`src/hw/rtl/clm_pkg.sv`:
```
package clm_pkg;

  // default number of label entries in the chain
  localparam int MaxNodes = 1024;

  // field widths
  localparam int FuncW  = 2;
  localparam int NodeW  = 10;
  localparam int LabelW = 10;
  localparam int SizeW  = 11;
  localparam int CountW = 11;

  // register port
  localparam int ApbAddrW = 3;
  localparam int ApbDataW = 32;
  localparam logic RegActiveNodes = 1'b0;
  localparam logic [CountW-1:0] ActiveNodesRst = 11'd1024;

  // result status codes
  localparam logic StatusOk    = 1'b0;
  localparam logic StatusRange = 1'b1;

  // operation codes
  typedef enum logic [FuncW-1:0] {
    FUNC_INIT    = 2'd0,
    FUNC_CONNECT = 2'd1,
    FUNC_QUERY   = 2'd2
  } func_e;

  typedef struct packed {
    logic [FuncW-1:0] func;
    logic [NodeW-1:0] node_a;
    logic [NodeW-1:0] node_b;
  } in_word_t;

  typedef struct packed {
    logic [LabelW-1:0] label;
    logic [SizeW-1:0]  cluster_size;
    logic              status;
  } out_word_t;

  // controls from the sequencer to the head of the chain
  typedef struct packed {
    logic shift;
    logic clear;
    logic merge;
    logic init;
    logic connect;
  } sweep_ctl_t;

  // width for node counts and index compares
  function automatic int cnt_width(int m);
    return ($clog2(m + 1) > CountW) ? $clog2(m + 1) : CountW;
  endfunction

endpackage

```
`src/hw/rtl/clm_cell.sv`:
```
module clm_cell #(
  parameter int LW  = $clog2(clm_pkg::MaxNodes),
  parameter int Pos = 0
) (
  input  logic          clk_i,
  input  logic          rst_ni,
  input  logic          shift_i,
  input  logic [LW-1:0] d_i,
  output logic [LW-1:0] q_o
);
  import clm_pkg::*;

  logic [LW-1:0] label_q;

  // one label; reset gives the entry its own index
  always_ff @(posedge clk_i or negedge rst_ni) begin
    if (!rst_ni) begin
      label_q <= LW'(Pos);
    end else if (shift_i) begin
      label_q <= d_i;
    end
  end

  assign q_o = label_q;

endmodule

```
`config.mk`:
```
export PLATFORM = sky130hd
export DESIGN_NAME = clm_cell
export DESIGN_NICKNAME = d
export VERILOG_FILES = /design/src/hw/rtl/clm_pkg.sv /design/src/hw/rtl/clm_cell.sv
export SDC_FILE = /design/constraint.sdc
export NUM_CORES = 1
export LEC_CHECK = 0
export ABC_AREA = 1
export BUFFER_PORTS_ARGS = -buffer_cell sky130_fd_sc_hd__buf_2
export CAP_MARGIN = 10
export CORE_AREA = 2 2 39 41
export CTS_CLUSTER_SIZE = 10
export DETAILED_ROUTE_END_ITERATION = 12
export DIE_AREA = 0 0 41 43
export GPL_ROUTABILITY_DRIVEN = 0
export RECOVER_POWER = 25
export SLEW_MARGIN = 0
export SYNTH_ARGS = -nofsm -noshare
export SYNTH_HDL_FRONTEND = slang
export SYNTH_SLANG_ARGS = --single-unit
export TNS_END_PERCENT = 30
```
`constraint.sdc`:
```
create_clock -name clk_i -period 1.15 [get_ports clk_i]
set_input_delay 0.0575 -clock clk_i [delete_from_list [all_inputs] [get_ports clk_i]]
set_output_delay 0.0575 -clock clk_i [all_outputs]
set_load 0.02 [all_outputs]
```
# == After elaboration in Yosys (flattened, before gate mapping) ==
# Cells that the tools add are included.
# word_totals
reg_bits,10

# == Depth between registers and ports, before layout ==
# Gate-level depths: netlist of run 1.
# logic_depth
ltp_word,0
ltp_mapped,3
mapped_depth_nobuf,3

# == Least setup slack after synthesis of run 1 ==
# Ideal clock, no wire load.
# synth_path
kind,register to register
startpoint,"register, netlist name q_o[0]"
endpoint,register label_q[0] (netlist: q_o[0])
slack_ns,0.474
n_path_buf,0
arrival_time_ns,0.559
stages_incl_launch_ff,3
path_cell_list,dfrtp_1 nand2_1 nand2_1
# synth_lines
element,line,rtl
to (signal assigned),clm_cell.sv:18,label_q <= LW'(Pos);
to (signal assigned),clm_cell.sv:20,label_q <= d_i;
to (decl),clm_cell.sv:13,logic [LW-1:0] label_q;

# == Final worst setup path of run 1 ==
# layout_path
startpoint,register label_q[0] (netlist: q_o[0])
endpoint,output q_o[0]
# layout_lines
element,line,rtl
to (decl),clm_cell.sv:9,output logic [LW-1:0] q_o
# No word-level cell between the ends.

==> impl_metrics.env, run 1 <==
export IMPL_crit_family="flip-flops"
export IMPL_initialDrtViolationCount=1
export IMPL_firstDrtPassIters=4
export IMPL_final_cell_mix="30 x nand2_1, 21 x buf_2, 10 x dfrtp_1"
export IMPL_reg2reg_to="q_o[0]"
export IMPL_postCtsHoldBufs=5
export IMPL_power_leakage_nw=0.339
export IMPL_grt_ovfl_total=0
export IMPL_grt_busiest_layer="met2"
export IMPL_fmax_mhz=1160
export IMPL_min_delay_path_class="input port to flop"
export IMPL_cts_resized=0
export IMPL_drv_slew=0
export IMPL_routed_wl_um=883
export IMPL_largest_reg_flops=10
export IMPL_drive_gt1_frac=0.347
export IMPL_final_common_cell="nand2_1"
export IMPL_synth_top_area_cell="dfrtp_1"
export IMPL_setup_tns_final_ns=0
export IMPL_hold_viol=0
export IMPL_met3_usage=0.0157
export IMPL_critical_path_endpoint="q_o[0]"
export IMPL_irDropWorstVdd_mv=0.405
export IMPL_postCtsSetupBuffers=0
export IMPL_grtUsageMet1=0.138
export IMPL_setup_viol=0
export IMPL_cts_max_level=1
export IMPL_worstSetupPathType="flop to output port"
export IMPL_fp_coreArea_mm2=0.00138
export IMPL_layout_nets=87
export IMPL_syn_avg_cell_area_um2=9.00
export IMPL_maxCapViolCount=0
export IMPL_numCtsBuffers=3
export IMPL_path_depth=1
export IMPL_cp_end_kind="output port"
export IMPL_tightest_slew_ns=0.536
export IMPL_fp_row_count=14
export IMPL_clockBufferDepth=2
export IMPL_num_vias=352
export IMPL_rrSetupSlack_ns=0.54
export IMPL_viasPerCell=4.00
export IMPL_dieArea_mm2=0.00176
export IMPL_grt_pass1_wl_um=1390
export IMPL_drtAntennaViolNets=0
export IMPL_track_usage=0.116
export IMPL_hold_slack_ns=0.00892
export IMPL_crit_chain="buf_2"
export IMPL_cp_max_fo=2
export IMPL_outcome="completed"
export IMPL_wl_per_cell_um=10.0
export IMPL_ys_seq_area_frac=0.662
export IMPL_ff2ff_path_depth=2
export IMPL_synth_area_top_cells="dfrtp_1 66%, nand2_1 30%, buf_6 3.0%"
export IMPL_rr_startpoint="q_o[0]"
export IMPL_synth_seq_cells=10
export IMPL_start_util=0.273
export IMPL_io_pins=23
export IMPL_syn_inst=42
export IMPL_crit_buf_inv=1
export IMPL_syn_cell_area_um2=378
export IMPL_fin_crit_ns=0.859
export IMPL_cts_tree="yes"
export IMPL_diodes=0
export IMPL_cp_slowest_stage_delay_ns=0.39
export IMPL_clock_latency_ns=0.25
export IMPL_clock_sinks=10
export IMPL_hold_depth=3
export IMPL_slowest_stage="dfrtp_1"
export IMPL_worst_setup_hold_path_clk_slew_ns=0.06
export IMPL_synth_nets=55
export IMPL_grt_pass1_vias=340
export IMPL_antenna_found_initial=0
export IMPL_finalCritPeriodShare=0.747
export IMPL_critPathLaunchType="flop"
export IMPL_cp_required_ns=1.09
export IMPL_power_density_mw_per_mm2=1350
export IMPL_grt_max_degree=12
export IMPL_die_w_um=41
export IMPL_synth_warnings=0
export IMPL_startpoint="q_o[0]"
export IMPL_synth_cell_types=4
export IMPL_arrival_ns=0.80
export IMPL_io_buffer_count=22
export IMPL_relSlewSlack=0.643
export IMPL_rsz0062_at_grt="no"
export IMPL_area_growth_syn_to_layout_pct=53.0
export IMPL_p_total_mw=0.778
export IMPL_cts_root_buf="clkbuf_4"
export IMPL_fp_dieH_um=43
export IMPL_use_met2=0.191
export IMPL_post_route_drc_count=0
export IMPL_fin_skew_ns=0
export IMPL_yosys_area_top_type_share=0.662
## per-layer routing
metal	wire length, µm	vias up	part of all wire
li1	-	185	-
met1	349	151	0.40
met2	454	16	0.51
met3	79	0	0.089
met4	0	0	0
met5	0	-	0
## worst min path at each step
stage / start / end / slack [ns]
5_1_grt: d_i[4] / q_o[4] / 0.005
4_1_cts: d_i[5] / q_o[5] / 0.007
3_3_place_gp: rst_ni / q_o[8] / -0.07
3_5_place_dp: rst_ni / q_o[2] / -0.07
6_report: d_i[4] / q_o[4] / 0.009
2_1_floorplan: rst_ni / q_o[0] / -0.24
## where the power goes
group / total [mW] / internal [mW] / switching (mW)
logic: 0.153 / 0.0623 / 0.0908
registers: 0.399 / 0.383 / 0.0162
clock network: 0.225 / 0.120 / 0.105
## synthesized netlist by cell type
cell      n
nand2_1  30
dfrtp_1  10
inv_2     1
buf_6     1
## final cells by class
class / instances / area (µm²)
Clock buffer: 3 / 22.5
Timing Repair Buffer: 28 / 169
Multi-Input combinational cell: 30 / 113
Fill cell: 148 / 806
Tap cell: 16 / 20.0
Inverter: 1 / 3.75
Sequential cell: 10 / 250
## per-stage QoR
step	area, µm²	instances	setup WS (ns)	util
2_1_floorplan	378	42	0.474	-
3_3_place_gp	497	79	0.540	0.359
3_5_place_dp	497	79	0.527	0.359
4_1_cts	569	87	0.269	0.411
5_1_grt	578	88	0.250	0.418
6_report	578	88	0.291	0.418
## logic make-up after synthesis
group | count (synthesis) | share of synthesized area
DFF | 10 | 0.662
and+or+nand+nor | 30 | 0.298
buffers and inverters | 2 | 0.0397
No activity file was read; power rests on OpenSTA's default activity.
==> run 2, diff against run 1 <==
==> constraint.sdc (replaced) <==
create_clock -name clk_i -period 0.8 [get_ports clk_i]
set_input_delay 0.04 -clock clk_i [delete_from_list [all_inputs] [get_ports clk_i]]
set_output_delay 0.04 -clock clk_i [all_outputs]
set_load 0.02 [all_outputs]
==> impl_metrics.env, run 2 (synthesis results as in run 1) <==
export IMPL_cp_max_fo=2
export IMPL_clock_sinks=10
export IMPL_routed_wl_um=939
export IMPL_io_buffer_count=22
export IMPL_crit_chain="buf_2"
export IMPL_post_route_drc_count=0
export IMPL_track_usage=0.126
export IMPL_firstDrtPassIters=3
export IMPL_setup_tns_final_ns=-0.205
export IMPL_num_vias=378
export IMPL_grt_busiest_layer="met2"
export IMPL_initialDrtViolationCount=3
export IMPL_arrival_ns=0.78
export IMPL_nFillCells=133
export IMPL_drive_gt1_frac=0.333
export IMPL_drtAntennaViolNets=0
export IMPL_final_cells=94
export IMPL_met3_usage=0.0314
export IMPL_place_inst=79
export IMPL_cts_max_level=1
export IMPL_start_util=0.273
export IMPL_irDropWorstVdd_mv=0.650
export IMPL_crit_buf_inv=1
export IMPL_fmax_mhz=1210
export IMPL_largest_reg_flops=10
export IMPL_dieArea_mm2=0.00176
export IMPL_clock_latency_ns=0.26
export IMPL_cp_end_kind="output port"
export IMPL_tightest_slew_ns=0.511
export IMPL_p_total_mw=1.19
export IMPL_relSlewSlack=0.659
export IMPL_grt_ovfl_total=0
export IMPL_final_area_um2=679
export IMPL_worst_setup_hold_path_clk_slew_ns=0.06
export IMPL_critPathLaunchType="flop"
export IMPL_rsz0062_at_grt="yes"
export IMPL_antenna_found_initial=0
export IMPL_combPwrFrac=0.240
export IMPL_cp_required_ns=0.76
export IMPL_layout_nets=93
export IMPL_crit_family="flip-flops"
export IMPL_finalCritPeriodShare=1.03
export IMPL_fin_skew_ns=0
export IMPL_cts_tree="yes"
export IMPL_place_area_um2=497
export IMPL_final_common_cell="nand2_1"
export IMPL_viasPerCell=4.02
export IMPL_switchingPower_mw=0.315
export IMPL_numCtsBuffers=3
export IMPL_power_density_mw_per_mm2=1740
export IMPL_fp_dieH_um=43
export IMPL_fp_row_count=14
export IMPL_drv_slew=0
export IMPL_die_w_um=41
export IMPL_cts_root_buf="clkbuf_4"
export IMPL_area_growth_syn_to_layout_pct=79.8
export IMPL_final_util=0.491
export IMPL_hold_viol=0
export IMPL_outcome="complete, but fails checks"
export IMPL_worstSetupPathType="flop to output port"
export IMPL_setup_viol=10
export IMPL_use_met2=0.206
export IMPL_cp_slowest_stage_delay_ns=0.37
export IMPL_clockBufferDepth=2
export IMPL_intPower_mw=0.871
export IMPL_fp_coreArea_mm2=0.00138
export IMPL_fin_crit_ns=0.824
export IMPL_fin_ws_ns=-0.0242
export IMPL_hold_slack_ns=0.112
export IMPL_grt_pass1_wl_um=1480
export IMPL_grt_pass1_vias=384
export IMPL_pre_cts_ws_ns=0.137
export IMPL_violations="setup timing"
export IMPL_final_cell_mix="30 x nand2_1, 14 x buf_2, 11 x dlygate4sd3_1"
export IMPL_p_sw_frac=0.266
export IMPL_wl_per_cell_um=9.99
export IMPL_min_delay_path_class="input port to flop"
export IMPL_clkPwrFrac=0.272
export IMPL_pwr_share_seq=0.488
export IMPL_dp_hpwl_um=592
export IMPL_io_pins=23
export IMPL_grtUsageMet1=0.133
export IMPL_power_leakage_nw=0.377
export IMPL_slowest_stage="dfrtp_1"
export IMPL_diodes=0
export IMPL_maxCapViolCount=0
export IMPL_grt_max_degree=12
[run 2: final cells by class]
class | instances | area [µm²] | area share
Timing Repair Buffer | 34 | 270 | 0.398
Sequential cell | 10 | 250 | 0.368
Multi-Input combinational cell | 30 | 113 | 0.166
Clock buffer | 3 | 22.5 | 0.0331
Tap cell | 16 | 20.0 | 0.0295
Inverter | 1 | 3.75 | 0.00552
[run 2: repair_timing]
item                                    in CTS  in global routing
endpoints found under the hold margin       20                  0
setup buffers                                0                  1
hold buffers                                11                  0
endpoints found under the setup margin      10                 10
gates resized for setup                      6                  8
[run 2: routing by layer]
layer / up-vias / part of all wire
met5: - / 0
met1: 163 / 0.41
li1: 197 / -
met3: 2 / 0.069
met2: 16 / 0.51
met4: 0 / 0.015
[run 2: power groups by stage]
stage          registers [mW]  logic (mW)  clock network (mW)
6_report                0.579       0.284               0.323
5_1_grt                 0.585       0.318               0.364
4_1_cts                 0.574       0.261               0.341
3_5_place_dp            0.580       0.205                   0
3_3_place_gp            0.579       0.202                   0
2_1_floorplan           0.639      0.0536                   0
[run 2: final timing paths]
check	from	endpoint	slack [ns]	cells past startpoint
min	shift_i	q_o[0]	0.11	3
min in group asynchronous	rst_ni	q_o[1]	0.27	2
max in group asynchronous	rst_ni	q_o[5]	0.19	2
min reg2reg	q_o[7]	q_o[7]	0.46	2
max	q_o[7]	q_o[7]	-0.02	1
max reg2reg	q_o[2]	q_o[2]	0.07	3
==> run 3, diff against run 2 <==
--- a/config.mk
+++ b/config.mk
@@ -14,6 +14,7 @@
 export DIE_AREA = 0 0 41 43
 export GPL_ROUTABILITY_DRIVEN = 0
 export RECOVER_POWER = 25
+export SETUP_SLACK_MARGIN = 0.15
 export SLEW_MARGIN = 0
 export SYNTH_ARGS = -nofsm -noshare
 export SYNTH_HDL_FRONTEND = slang
==> impl_metrics.env, run 3 (synthesis results as in run 1) <==
export IMPL_outcome="complete, but fails checks"
export IMPL_violations="setup timing"
export IMPL_io_pins=23
export IMPL_worst_setup_hold_path_clk_slew_ns=0.06
export IMPL_initialDrtViolationCount=4
export IMPL_cp_slowest_stage_delay_ns=0.41
export IMPL_clock_sinks=10
export IMPL_drtAntennaViolNets=0
export IMPL_track_usage=0.123
export IMPL_grt_ovfl_total=0
export IMPL_fp_coreArea_mm2=0.00138
export IMPL_finalCritPeriodShare=1.05
export IMPL_fp_dieH_um=43
export IMPL_p_sw_frac=0.266
export IMPL_rr_startpoint="q_o[3]"
export IMPL_drive_gt1_frac=0.494
export IMPL_drv_slew=0
export IMPL_cp_required_ns=0.76
export IMPL_firstDrtPassIters=4
export IMPL_arrival_ns=0.80
export IMPL_combPwrFrac=0.254
export IMPL_ff2ff_path_depth=3
export IMPL_path_depth=1
export IMPL_clkPwrFrac=0.267
export IMPL_fmax_mhz=1190
export IMPL_cp_max_fo=2
export IMPL_grt_pass1_wl_um=1370
export IMPL_wl_per_cell_um=10.4
export IMPL_crit_chain="buf_6"
export IMPL_cp_end_kind="output port"
export IMPL_fp_row_count=14
export IMPL_slowest_stage="dfrtp_2"
export IMPL_final_common_cell="nand2_1"
export IMPL_power_leakage_nw=0.415
export IMPL_grt_max_degree=12
export IMPL_pwr_share_seq=0.480
export IMPL_cts_max_level=1
export IMPL_area_growth_syn_to_layout_pct=93.7
export IMPL_start_util=0.273
export IMPL_worstSetupPathType="flop to output port"
export IMPL_antenna_found_initial=0
export IMPL_die_w_um=41
export IMPL_hold_depth=3
export IMPL_crit_buf_inv=1
export IMPL_tightest_slew_ns=0.260
export IMPL_irDropWorstVdd_mv=0.616
export IMPL_setup_viol=10
export IMPL_diodes=0
export IMPL_critPathLaunchType="flop"
export IMPL_min_delay_path_class="input port to flop"
export IMPL_reg2reg_to="q_o[3]"
export IMPL_dieArea_mm2=0.00176
export IMPL_rsz0062_at_grt="yes"
export IMPL_fin_crit_ns=0.841
export IMPL_num_vias=385
export IMPL_io_buffer_count=22
export IMPL_crit_family="flip-flops"
export IMPL_clockBufferDepth=2
export IMPL_clock_latency_ns=0.26
export IMPL_switchingPower_mw=0.328
export IMPL_final_cell_mix="29 x nand2_1, 11 x buf_2, 10 x buf_6, 10 x dfrtp_2, 7 x dlygate4sd3_1"
export IMPL_fin_ws_ns=-0.0408
export IMPL_routed_wl_um=989
export IMPL_cts_tree="yes"
export IMPL_layout_nets=94
export IMPL_grt_pass1_vias=358
export IMPL_hold_slack_ns=0.103
export IMPL_post_route_drc_count=0
export IMPL_maxCapViolCount=0
export IMPL_dp_hpwl_um=633
export IMPL_intPower_mw=0.905
export IMPL_power_density_mw_per_mm2=1680
export IMPL_pre_cts_ws_ns=0.157
export IMPL_fin_skew_ns=0
export IMPL_hold_viol=0
export IMPL_hold_path_endpoint="q_o[4]"
export IMPL_viasPerCell=4.05
export IMPL_numCtsBuffers=3
export IMPL_relSlewSlack=0.827
export IMPL_cts_root_buf="clkbuf_4"
export IMPL_largest_reg_flops=10
export IMPL_holdCritStartpoint="shift_i"
export IMPL_rrSetupSlack_ns=0.06
## run 3: per-stage QoR
step	setup TNS (ns)	utilization	instance area [µm²]	cells	total power [mW]
2_1_floorplan	0	-	390	42	0.702
3_5_place_dp	0	0.368	509	79	0.793
4_1_cts	-0.427	0.520	719	95	1.24
3_3_place_gp	0	0.368	509	79	0.791
5_1_grt	-0.627	0.529	732	95	1.30
6_report	-0.345	0.529	732	95	1.23
## run 3: cell type report
class                      instances  area [µm²]
multi-input combinational         30         115
fill                             125         652
clock buffer                       3        22.5
timing repair buffer              35         308
tap                               16        20.0
sequential                        10         263
inverter                           1        3.75
## run 3: power groups by stage
stage	clock [mW]	combinational, mW	sequential, mW
floorplan	0	0.0536	0.648
global placement	0	0.201	0.590
detailed placement	0	0.203	0.590
CTS	0.343	0.310	0.591
global route	0.365	0.339	0.597
finish	0.329	0.313	0.591
## run 3: metal layers
metal	vias up	global-route usage	wire length (µm)
met5	-	0	0
met4	0	0.0800	17
met3	4	0.0471	73
met2	16	0.209	531
met1	164	0.109	367
li1	201	-	-
## run 3: repair_timing
| item | in CTS | in global routing |
|---|---|---|
| pin swaps | 2 | 6 |
| hold endpoints to repair | 20 | 0 |
| setup buffers | 2 | 0 |
| endpoints found under the setup margin | 10 | 19 |
| gates resized for setup | 20 | 5 |
| hold buffers | 11 | 0 |
## run 3: how the worst max path moves through the flow
stage                 start      to  slack, ns
floorplan            q_o[3]  q_o[3]       0.14
global placement     q_o[4]  q_o[4]       0.19
detailed placement  shift_i  q_o[2]       0.16
CTS                  q_o[6]  q_o[6]      -0.05
global route         q_o[5]  q_o[5]      -0.07
finish               q_o[6]  q_o[6]      -0.04
