<file path="config.mk">
export PLATFORM = sky130hd
export DESIGN_NAME = clm_head
export DESIGN_NICKNAME = d
export VERILOG_FILES = /design/src/hw/rtl/clm_pkg.sv /design/src/hw/rtl/clm_head.sv
export SDC_FILE = /design/constraint.sdc
export NUM_CORES = 1
export LEC_CHECK = 0
export BUFFER_PORTS_ARGS = -buffer_cell sky130_fd_sc_hd__clkbuf_2
export CORE_MARGIN = 2
export CORE_UTILIZATION = 55
export DETAILED_ROUTE_END_ITERATION = 16
export PLACE_DENSITY = 0.84
export SETUP_SLACK_MARGIN = 0.05
export SYNTH_ARGS = -nofsm -noshare
export SYNTH_HDL_FRONTEND = slang
export SYNTH_SLANG_ARGS = --single-unit
</file>
<file path="constraint.sdc">
create_clock -name clk_i -period 10.9 [get_ports clk_i]
set_input_delay 1.09 -clock clk_i [delete_from_list [all_inputs] [get_ports clk_i]]
set_output_delay 1.09 -clock clk_i [all_outputs]
set_load 0.01 [all_outputs]
</file>
<file path="src/hw/rtl/clm_pkg.sv">
package clm_pkg;

  // default number of label entries in the chain
  localparam int MaxNodes = 1024;

  // field widths
  localparam int FuncW  = 2;
  localparam int NodeW  = 10;
  localparam int LabelW = 10;
  localparam int SizeW  = 11;
  localparam int CountW = 11;

  // register port
  localparam int ApbAddrW = 3;
  localparam int ApbDataW = 32;
  localparam logic RegActiveNodes = 1'b0;
  localparam logic [CountW-1:0] ActiveNodesRst = 11'd1024;

  // result status codes
  localparam logic StatusOk    = 1'b0;
  localparam logic StatusRange = 1'b1;

  // operation codes
  typedef enum logic [FuncW-1:0] {
    FUNC_INIT    = 2'd0,
    FUNC_CONNECT = 2'd1,
    FUNC_QUERY   = 2'd2
  } func_e;

  typedef struct packed {
    logic [FuncW-1:0] func;
    logic [NodeW-1:0] node_a;
    logic [NodeW-1:0] node_b;
  } in_word_t;

  typedef struct packed {
    logic [LabelW-1:0] label;
    logic [SizeW-1:0]  cluster_size;
    logic              status;
  } out_word_t;

  // controls from the sequencer to the head of the chain
  typedef struct packed {
    logic shift;
    logic clear;
    logic merge;
    logic init;
    logic connect;
  } sweep_ctl_t;

  // width for node counts and index compares
  function automatic int cnt_width(int m);
    return ($clog2(m + 1) > CountW) ? $clog2(m + 1) : CountW;
  endfunction

endpackage

</file>
<file path="src/hw/rtl/clm_head.sv">
module clm_head #(
  parameter int MAX_NODES = clm_pkg::MaxNodes
) (
  input  logic                                    clk_i,
  input  clm_pkg::sweep_ctl_t                     ctl_i,
  input  logic [clm_pkg::NodeW-1:0]               node_a_i,
  input  logic [clm_pkg::NodeW-1:0]               node_b_i,
  input  logic [clm_pkg::cnt_width(MAX_NODES)-1:0] count_i,
  input  logic [$clog2(MAX_NODES)-1:0]            idx_i,
  input  logic [$clog2(MAX_NODES)-1:0]            head_i,
  output logic [$clog2(MAX_NODES)-1:0]            tail_o,
  output logic [clm_pkg::LabelW-1:0]              label_o,
  output logic [clm_pkg::SizeW-1:0]               size_o
);
  import clm_pkg::*;

  localparam int LW = $clog2(MAX_NODES);
  localparam int NW = cnt_width(MAX_NODES);
  localparam int CW = $clog2(MAX_NODES + 1);

  logic [LW-1:0] la_q, lb_q;
  logic [CW-1:0] cnt_q;
  logic [LW-1:0] lo, hi, lab, tail;
  logic [NW-1:0] idx_x, a_x, b_x;
  logic          active, hit;

  // per-entry work on the word leaving the chain
  always_comb begin
    idx_x  = NW'(idx_i);
    a_x    = NW'(node_a_i);
    b_x    = NW'(node_b_i);
    active = idx_x < count_i;
    lo     = (la_q < lb_q) ? la_q : lb_q;
    hi     = (la_q < lb_q) ? lb_q : la_q;
    lab    = ctl_i.connect ? lo : la_q;
    if (ctl_i.merge) begin
      tail = (ctl_i.connect && active && (head_i == hi)) ? lo : head_i;
    end else begin
      tail = ctl_i.init ? idx_i : head_i;
    end
    hit = ctl_i.merge && active && (tail == lab);
  end

  // capture both end labels on the scan pass, count members on the merge pass
  always_ff @(posedge clk_i) begin
    if (ctl_i.shift && !ctl_i.merge && (idx_x == a_x)) begin
      la_q <= tail;
    end
    if (ctl_i.shift && !ctl_i.merge && (idx_x == b_x)) begin
      lb_q <= tail;
    end
    if (ctl_i.clear) begin
      cnt_q <= '0;
    end else if (ctl_i.shift && hit) begin
      cnt_q <= cnt_q + CW'(1);
    end
  end

  assign tail_o  = tail;
  assign label_o = LabelW'(lab);
  assign size_o  = SizeW'(cnt_q);

endmodule

</file>
After elaboration in Yosys (flattened, before gate mapping) --
Index checks and enable logic that the tools add are counted.
Storage, ports and cells: flip-flop bits (word level) 31, latch bits 0, bits in writable memories 0, bits in read-only memories 0, bits of input ports 57, output and inout bits 31, word-level logic and storage cells 25, memories kept 0
Operators by class: $add $sub $neg 1, multiply operators 0, div/mod/pow operators 0, $lt $le $gt $ge 2, equal/unequal tests 4, shifts and indexed selects 0, mux-type cells 6, bitwise logic cells 0, reductions and logical operators 9
Operators by type and width (number):
- $mux 10 | 6
- $eq 10x10->1 | 4
- $add 11x1->11 const B | 1
- $lt 10x11->1 | 1
- $lt 10x10->1 | 1
- $logic_and 1x1->1 | 8
- $logic_not 1->1 | 1

Logic depth before layout (Yosys ltp) --
Gate-level depths: netlist of run 1.
depth in word-level cells 9, gate-level depth with buffers 15, depth with buffers taken out 13

Least setup slack after synthesis of run 1 --
OpenSTA, ideal clock, no wires.
kind input -> output, start point input count_i[4] (netlist name), end point output tail_o[8], arrival 3743 ps, data required time 9810 ps, path slack 6067 ps, stages on the path 13, path buffers 2, cell sequence inv_1 ha_1 a21o_1 a2111oi_0 o21ai_0 a221oi_1 o22ai_1 or3_4 buf_6 clkbuf_1 nand2_1 o21ai_0 a21oi_1
On the way: longest elaborated chain between the ends 5
Ends and longest elaborated chain:
- from (decl) | line clm_head.sv:8 | input logic [clm_pkg::cnt_width(MAX_NODES)-1:0] count_i,
- $lt 10x11->1 | line clm_head.sv:32 | active = idx_x < count_i;
- $logic_and 1x1->1 (2 in series) | line clm_head.sv:37 | tail = (ctl_i.connect && active && (head_i == hi)) ? lo : head_i;
- $mux 10 | line clm_head.sv:37
- $mux 10 | line clm_head.sv:36 | if (ctl_i.merge) begin
- to (decl) | line clm_head.sv:11 | output logic [$clog2(MAX_NODES)-1:0] tail_o,
Every way passes these cells.

Worst setup path in the final report of run 1 --
start point input idx_i[4], end point output tail_o[7]
On the way: longest elaborated chain between the ends 5
Ends and longest elaborated chain:
- from (decl) | line clm_head.sv:9 | input logic [$clog2(MAX_NODES)-1:0] idx_i,
- $lt 10x11->1 | line clm_head.sv:32
- $logic_and 1x1->1 (2 in series) | line clm_head.sv:37
- $mux 10 | line clm_head.sv:37
- $mux 10 | line clm_head.sv:36
Every way passes these cells.

==> key figures, run 1 <==
Worst setup path
  • Slowest cell on the critical path: or3_4
  • Critical path origin: idx_i[4]
  • Startpoint class of the critical path: input pin
  • Critical Path RT: 9.81 ns
  • R2R cell count: 12
  • Crit Path Class: in -> out
  • Reg-to-Reg Start: la_q[7]
  • R2r endpoint: size_o[10]
  • Crit end category: output port
  • Most used cell, CP: clkbuf_2
  • Reg2Reg Setup Slack: 5.95 ns
  • Critical path arrival: 4.20 ns
  • Worst Setup EP: tail_o[7]
  • Worst-path maximum fanout: 22
  • CP peak stage delay: 0.57 ns
  • CP Cell Sequence: clkbuf_2 > ha_1 > a21o_1 > a2111oi_0 > o21ai_0 > a221oi_1 > o22ai_1 > or3_4 > nor2_1 > a211oi_1 > a21oi_1 > clkbuf_2

Cells and area
  • Nets: 502
  • ANT cells: 0
  • Post-Layout Cell Count: 497
  • Synth-to-Final Area Change: 20.6%
  • Layout cells sized above 1: 0.265

Place
  • Port bufs: 87
  • Dpl cells: 489
  • Routability Congestion: 0.992
  • Post-DP HPWL: roughly 6400 um

Synthesis
  • Largest area contributor in the netlist: edfxtp_1
  • Synthesized area: about 2900 sq um
  • Async SR Flop Fraction: 0
  • Synth Instances: 340
  • Area share of the largest cell type after synthesis: 0.205
  • Count of cell types in the netlist: 53
  • Synth Register Bits: 31
  • EDFF count, synth: 20
  • Yosys warns: 0
  • Synth top area cells: edfxtp_1 (20%), ha_1 (8.1%), xnor2_1 (8.1%), dfxtp_1 (7.5%), xor2_1 (5.7%)
  • Syn avg cell area: ~8.6 sq um
  • Top FF cell, synth: edfxtp_1
  • Sequential share of the synthesized area: 0.280
  • Syn_nets: 416

Drt
  • Iteration-0 DRC Markers: 277
  • DRT Wirelength: 8220 um
  • Final ANT Viol Nets: 0
  • Vias per cell: 5.97
  • Vias: 2,968
  • WL/cell: between 15 and 20 um
  • DR pass1 iterations: 4
  • # DRC: 0

GRT
  • GRT Total Usage: 0.280
  • Largest net degree at the start of global routing: 26
  • First-pass GRT wire length: 13,200 um
  • Initial antenna violation count: 0
  • Vias in the first global route: 2,877
  • Grt ovf: 0

STA
  • Tmin final: ~5.3 ns
  • RSZ-0062 raised after global routing: no
  • Period utilisation layout: 0.485
  • Fin Clk Skew: approximately 0.0042 ns
  • Final Setup Violations: 0
  • Fmax: 0.189 GHz
  • Fin. Hold Viols: 0
  • Worst-margin pin slew: just under 0.7 ns
  • Worst rel slew slack: 0.537
  • Slew Limit Fails: 0
  • Setup tns final: 0 ns

CTS
  • CTS max path bufs: 2
  • # H-tree levels: 2
  • CTS Sinks: 31
  • Number of gates resized after cts: 0
  • Post CTS Setup Buffer Count: 0
  • Clock transition at path regs: 0.06 ns
  • Worst skew pair latency: between 0.2 and 0.3 ns
  • TritonCTS clock tree: yes
  • Hold_buf cts: 0
  • CTS Buf Count: 5
  • Root Driver: clkbuf_8

Die
  • Starting density of the core: 0.571
  • Die Wd: 77.0 um
  • FP Rows: 26
  • DIE HEIGHT: 77.0 um
  • I/O pins: 88
  • DIE AREA: about 5900 sq um
  • Core ar.: about 5100 sq um

Power and ir drop
  • Maximum VDD drop: ~0.061 mV
  • Leakage power: 1.62 nW
  • Pwr/cell area: about 84 nW/um^2

Flow run
  • Max-cap violations: 0

Run status
  • Run status: completed

Worst hold path
  • Hold/Removal Path Class: reg -> reg
[flip-flops by register name (all words and copies together) (netlist names)]
name and flops:
size_o 11, la_q 10, lb_q 10
[how the worst min path moves through the flow]
stage	start	endpoint	slack, ns	cells past startpoint
CTS	size_o[7]	size_o[7]	0.52	2
detailed placement	size_o[7]	size_o[7]	0.51	2
global route	size_o[7]	size_o[7]	0.55	2
finish	size_o[7]	size_o[7]	0.53	2
global placement	size_o[1]	size_o[1]	0.49	2
floorplan	size_o[7]	size_o[7]	0.51	2
[layer usage]
metal | wire, um | vias up | GRT usage
met5 | 0 | - | 0
met4 | 289 | 0 | 0.130
met3 | 692 | 28 | 0.0694
met2 | 3840 | 159 | 0.472
met1 | 3400 | 1369 | 0.336
li1 | - | 1412 | -
[cells in the final DEF, fill, tap and decap left out, drive strengths merged, types with 3 or more instances in the layout]
| cell | Yosys | final |
|---|---|---|
| nand3 | 5 | 5 |
| o2111ai | 4 | 4 |
| inv | 35 | 35 |
| nor4 | 6 | 6 |
| edfxtp | 20 | 20 |
| nor2b | 9 | 9 |
| mux2 | 8 | 8 |
| a21oi | 22 | 22 |
| o21ai | 19 | 19 |
| nand2b | 3 | 3 |
| clkbuf | 9 | 92 |
| a211oi | 12 | 12 |
| or3 | 3 | 3 |
| nor3 | 5 | 5 |
| nand4 | 9 | 9 |
| nor2 | 19 | 19 |
| clkinv | 1 | 3 |
| o211ai | 3 | 3 |
| and2 | 5 | 5 |
| nand2 | 20 | 20 |
| buf | 3 | 4 |
| xor2 | 19 | 19 |
| dfxtp | 11 | 11 |
| xnor2 | 27 | 27 |
| mux2i | 14 | 14 |
| ha | 19 | 19 |
| o22ai | 3 | 3 |
[report_power, final]
part / total [W] / internal (W) / switching [W] / leakage, nW
registers: 0.000126 / 0.000126 / 0.0000000504 / 0.273
logic: 0.0000621 / 0.0000267 / 0.0000354 / 1.29
clock network: 0.000111 / 0.0000668 / 0.0000442 / 0.0556
[worst max-delay path, delay by kind of cell]
kind | cells | cell delay [ns]
AO/OA/AOI/OAI | 7 | 1.74
AND/OR/NAND/NOR | 2 | 0.73
adder cells (fa/ha/maj) | 1 | 0.30
buffers and inverters | 2 | 0.33
[per-stage QoR]
stage	power, W	util	hold WS [ns]	setup WS (ns)	area (sq um)
2_1_floorplan	0.000162	-	0.510	6.07	2930
3_3_place_gp	0.000188	0.667	0.490	5.75	3430
3_5_place_dp	0.000190	0.667	0.508	5.46	3430
4_1_cts	0.000299	0.688	0.521	5.68	3540
5_1_grt	0.000309	0.688	0.545	5.27	3540
6_report	0.000299	0.688	0.531	5.61	3540
[cell type report]
cell class	count	area (sq um)
inverters	36	135
multi-input cells	261	1920
repair buffers	91	465
fillers	447	1600
clock inverters	3	38.8
flip-flops and latches	31	821
clock buffers	5	68.8
well taps	70	87.6
[cell families (layout without fill, tap and decap cells)]
kind of cell	count (synthesis)	after routing	share of synthesized area
compound gates	82	82	0.186
xor+xnor	46	46	0.137
fa+ha+maj	19	19	0.0811
buf+inv	48	135	0.0648
flops	31	31	0.280
mux	22	22	0.0785
simple gates	92	92	0.172
[cells in the mapped netlist (3+ instances only)]
| master | number |
|---|---|
| and2_1 | 4 |
| ha_1 | 19 |
| clkbuf_1 | 9 |
| mux2i_1 | 14 |
| inv_1 | 35 |
| o211ai_1 | 3 |
| nand2_1 | 20 |
| dfxtp_1 | 11 |
| xnor2_1 | 27 |
| a211oi_1 | 11 |
| nand2b_1 | 3 |
| nand4_1 | 9 |
| nor2b_1 | 9 |
| mux2_2 | 8 |
| o22ai_1 | 3 |
| xor2_1 | 19 |
| nor4_1 | 5 |
| nor3_1 | 5 |
| a21oi_1 | 22 |
| nor2_1 | 19 |
| o21ai_0 | 18 |
| nand3_1 | 5 |
| o2111ai_1 | 4 |
| edfxtp_1 | 20 |
No activity file was read; power rests on OpenSTA's default activity.
==> run 2: changes to the inputs <==
--- a/config.mk
+++ b/config.mk
@@ -5,11 +5,12 @@
 export SDC_FILE = /design/constraint.sdc
 export NUM_CORES = 1
 export LEC_CHECK = 0
+export ABC_AREA = 1
 export BUFFER_PORTS_ARGS = -buffer_cell sky130_fd_sc_hd__clkbuf_2
 export CORE_MARGIN = 2
-export CORE_UTILIZATION = 55
+export CORE_UTILIZATION = 49
 export DETAILED_ROUTE_END_ITERATION = 16
-export PLACE_DENSITY = 0.84
+export PLACE_DENSITY = 0.78
 export SETUP_SLACK_MARGIN = 0.05
 export SYNTH_ARGS = -nofsm -noshare
 export SYNTH_HDL_FRONTEND = slang
==> constraint.sdc (replaced) <==
create_clock -name clk_i -period 4.67 [get_ports clk_i]
set_input_delay 0.467 -clock clk_i [delete_from_list [all_inputs] [get_ports clk_i]]
set_output_delay 0.467 -clock clk_i [all_outputs]
set_load 0.01 [all_outputs]
==> run 2 against run 1 <==
Non-clock buffer count fell by 2. Sequential cell count did not move. Largest power group is now clock. Die area rose by 25%. Highest routed layer unchanged. Utilization fell by 8.0 points. Routed wire length rose by 16%. Clock skew rose by 0.0082 ns. Total power rose to 2.5 times the previous value. Design area rose by 10%. Critical path depth rose by 14. Critical path type is now reg -> reg. Sequential power rose by 130%. Clock power rose to 2.6 times the previous value.
==> key figures, run 2 <==
Cells and area
  • Max reg flops: 11 (unchanged)
  • Synth-to-Final Area Change: 18.2%
  • Post-Route Utilization: 0.609 (-0.0798)
  • Post-Layout Cell Count: 669 (+35%)
  • Commonest non-fill, non-tap cell in the layout: nand2_1
  • Post-route cell area: 3910 sq um (+10%)
  • Nets: 667 (+33%)
  • ANT cells: 0 (unchanged)
  • FF/Latch Area: 821 sq um (unchanged)
  • Fillcell total: 632 (+41%)
  • Most frequent cells in the layout: nand2_1 (153), inv_1 (95), clkbuf_2 (87)
  • Layout cells sized above 1: 0.216 (-0.0484)
  • Multi-input gate area: 2060 sq um (+7.0%)

Synthesis
  • Post-synthesis xor/xnor area fraction: 0.0159 (-0.121)
  • Count leader, synth: nand2_1
  • Combinational family with the most area after synthesis: simple AND/OR/NAND/NOR gates
  • Commonest cells post-synth: nand2_1 (153), inv_1 (95), o21ai_0 (31), nand3_1 (30), nand4_1 (26)
  • Yosys warns: 0 (unchanged)
  • Simple-gate share of the synthesized area: 0.396 (+0.224)
  • Async SR Flop Fraction: 0 (unchanged)
  • Post-synthesis mux area share: 0 (-0.0785)
  • Synthesized area: 3310 sq um (+13%)
  • Syn avg cell area: 6.51 sq um (-25%)
  • Synth top area cells: edfxtp_1 (18%), nand2_1 (17%), inv_1 (11%), ha_1 (7.2%), dfxtp_1 (6.7%)
  • Top FF cell, synth: edfxtp_1
  • EDFF count, synth: 20 (unchanged)
  • Synth Register Bits: 31 (unchanged)
  • Syn_nets: 584 (+40%)
  • Count of cell types in the netlist: 38 (-28%)
  • Largest area contributor in the netlist: edfxtp_1
  • Compound-Gate Fraction of Synth Area: 0.134 (-0.0525)
  • Synth Instances: 508 (+49%)
  • Area share of the largest cell type after synthesis: 0.182 (-0.0232)
  • Sequential share of the synthesized area: 0.248 (-0.0318)
  • Synth Area in Adders: 0.0719 (-0.00920)

Worst setup path
  • Slowest cell on the critical path: edfxtp_1
  • Worst-path maximum fanout: 32 (+45%)
  • Startpoint class of the critical path: flop
  • Critical path arrival: 4.07 ns (-0.13 ns)
  • CP Buf/Inv Count: 2 (unchanged)
  • CP peak stage delay: 0.42 ns (-0.15 ns)
  • Crit path max-delay family: simple AND/OR/NAND/NOR gates
  • Crit end category: flop
  • Crit Path Class: reg -> reg
  • Most used cell, CP: nand2_1
  • Critical Path RT: 4.91 ns (-4.90 ns)

Drt
  • Routed length on met1: 4150 um (+22%)
  • Met2 WL: 4490 um (+17%)
  • Vias per cell: 5.48 (-8.2%)
  • WL/cell: 14.3 um (-14%)
  • DRT Wirelength: 9560 um (+16%)
  • Vias: 3,666 (+24%)
  • DR WL met3: 666 um (-3.8%)
  • DR pass1 iterations: 5 (+1)
  • Iteration-0 DRC Markers: 289 (+4.3%)
  • Top Metal Used: met4
  • Final ANT Viol Nets: 0 (unchanged)
  • # DRC: 0 (unchanged)

Die
  • Die Wd: 86.2 um (+12%)
  • FP Rows: 29 (+12%)
  • I/O pins: 88 (unchanged)
  • DIE HEIGHT: 86.2 um (+12%)
  • Starting density of the core: 0.515 (-0.0555)
  • DIE AREA: 7420 sq um (+25%)
  • Core ar.: 6420 sq um (+25%)

STA
  • RSZ-0062 raised after global routing: no
  • Setup tns final: 0 ns (unchanged)
  • Tmin final: 3.83 ns
  • Fmax: 0.261 GHz
  • Period utilisation layout: 0.820
  • Worst rel slew slack: 0.619 (+0.0825)
  • Fin Clk Skew: 0.0124 ns (+0.00819 ns)
  • Final Setup Violations: 0 (unchanged)
  • Slew Limit Fails: 0 (unchanged)
  • Fin. Hold Viols: 0 (unchanged)
  • Worst-margin pin slew: 0.570 ns (-0.121 ns)

CTS
  • Number of gates resized after cts: 0 (unchanged)
  • Post CTS Setup Buffer Count: 0 (unchanged)
  • CTS max path bufs: 2 (unchanged)
  • CTS Sinks: 31 (unchanged)
  • CTS Buf Count: 5 (unchanged)
  • Hold_buf cts: 0 (unchanged)
  • Root Driver: clkbuf_8
  • Clock transition at path regs: 0.07 ns (about the same)
  • Worst skew pair latency: 0.30 ns (+0.02 ns)
  • # H-tree levels: 2 (unchanged)
  • TritonCTS clock tree: yes

GRT
  • Initial antenna violation count: 0 (unchanged)
  • Vias in the first global route: 3,500 (+22%)
  • Largest net degree at the start of global routing: 33 (+27%)
  • Grt ovf: 0 (unchanged)
  • First-pass GRT wire length: 16,000 um (+21%)
  • GRT Total Usage: 0.269 (-0.0110)

Power and ir drop
  • Leakage power: 2.09 nW (+29%)
  • Pwr/cell area: 194 nW/um^2 (+130%)
  • Maximum VDD drop: 0.138 mV (+130%)

Run status
  • Run status: completed

Place
  • Placed inst area: 3790 sq um (+11%)
  • Dpl cells: 661 (+35%)
  • Routability Congestion: 0.922 (-7.0%)
  • Post-DP HPWL: 7370 um (+14%)
  • Port bufs: 87 (unchanged)

Flow run
  • Max-cap violations: 0 (unchanged)

Worst hold path
  • Hold/Removal Path Class: reg -> reg
run 2: final timing paths:
path,start,end,slack [ns],depth (start not counted)
worst max register to register,la_q[5],size_o[4],0.84,26
worst max-delay path,la_q[5],size_o[4],0.84,26
worst min register to register,size_o[8],size_o[8],0.50,2
worst min-delay path,size_o[8],size_o[8],0.50,2
run 2: worst register-to-register path: stages, from the launching register on:
cell,delay [ns]
edfxtp_1,0.42
ha_1,0.33
nand2_1,0.09
inv_1,0.04
nand2_1,0.06
nand2_1,0.06
nand2_2,0.18
nand3_4,0.33
nand2_1,0.19
nand2_1,0.06
nand2_1,0.05
nand2_1,0.05
nor2_1,0.16
nand2_2,0.11
nor2_8,0.16
nand3_4,0.19
nand2_1,0.12
nand3_1,0.07
nand2_1,0.14
nor2_1,0.06
nor2_1,0.14
nand2_1,0.14
nor2_8,0.26
nand3_2,0.15
nand2_1,0.09
inv_1,0.04
nor2_1,0.09
run 2: metrics by stage:
step	total power, W	hold WS (ns)	setup slack, ns
finish	0.000757	0.501	0.840
global route	0.000786	0.529	0.376
CTS	0.000756	0.510	0.858
detailed placement	0.000466	0.501	0.890
global placement	0.000462	0.490	0.997
floorplan	0.000400	0.506	1.32
run 2: metal layers:
metal | track usage | up-vias
met3 | 0.0385 | 26
met1 | 0.347 | 1650
li1 | - | 1833
met4 | 0.0967 | 0
met2 | 0.457 | 157
met5 | 0 | -
run 2: cell type report:
class / instances / share of cell area
clock buffer: 6 / 0.0211
clock inverter: 2 / 0.00896
inverter: 98 / 0.0941
multi-input combinational: 366 / 0.526
sequential: 31 / 0.210
tap: 77 / 0.0246
timing repair buffer: 89 / 0.115
run 2: cell families (layout without fill, tap and decap cells):
family / Yosys count / in the layout
buffers and inverters: 111 / 195
AND/OR/NAND/NOR: 269 / 269
XOR/XNOR: 6 / 6
AO/OA/AOI/OAI: 72 / 72
adder cells (fa/ha/maj): 19 / 19
flip-flops: 31 / 31
run 2: power breakdown:
group	switching, W	total (W)	leakage, nW	internal (W)
Combinational	0.000108	0.000170	1.76	0.0000617
Clock	0.000121	0.000294	0.0612	0.000173
Sequential	0.000000164	0.000293	0.272	0.000293
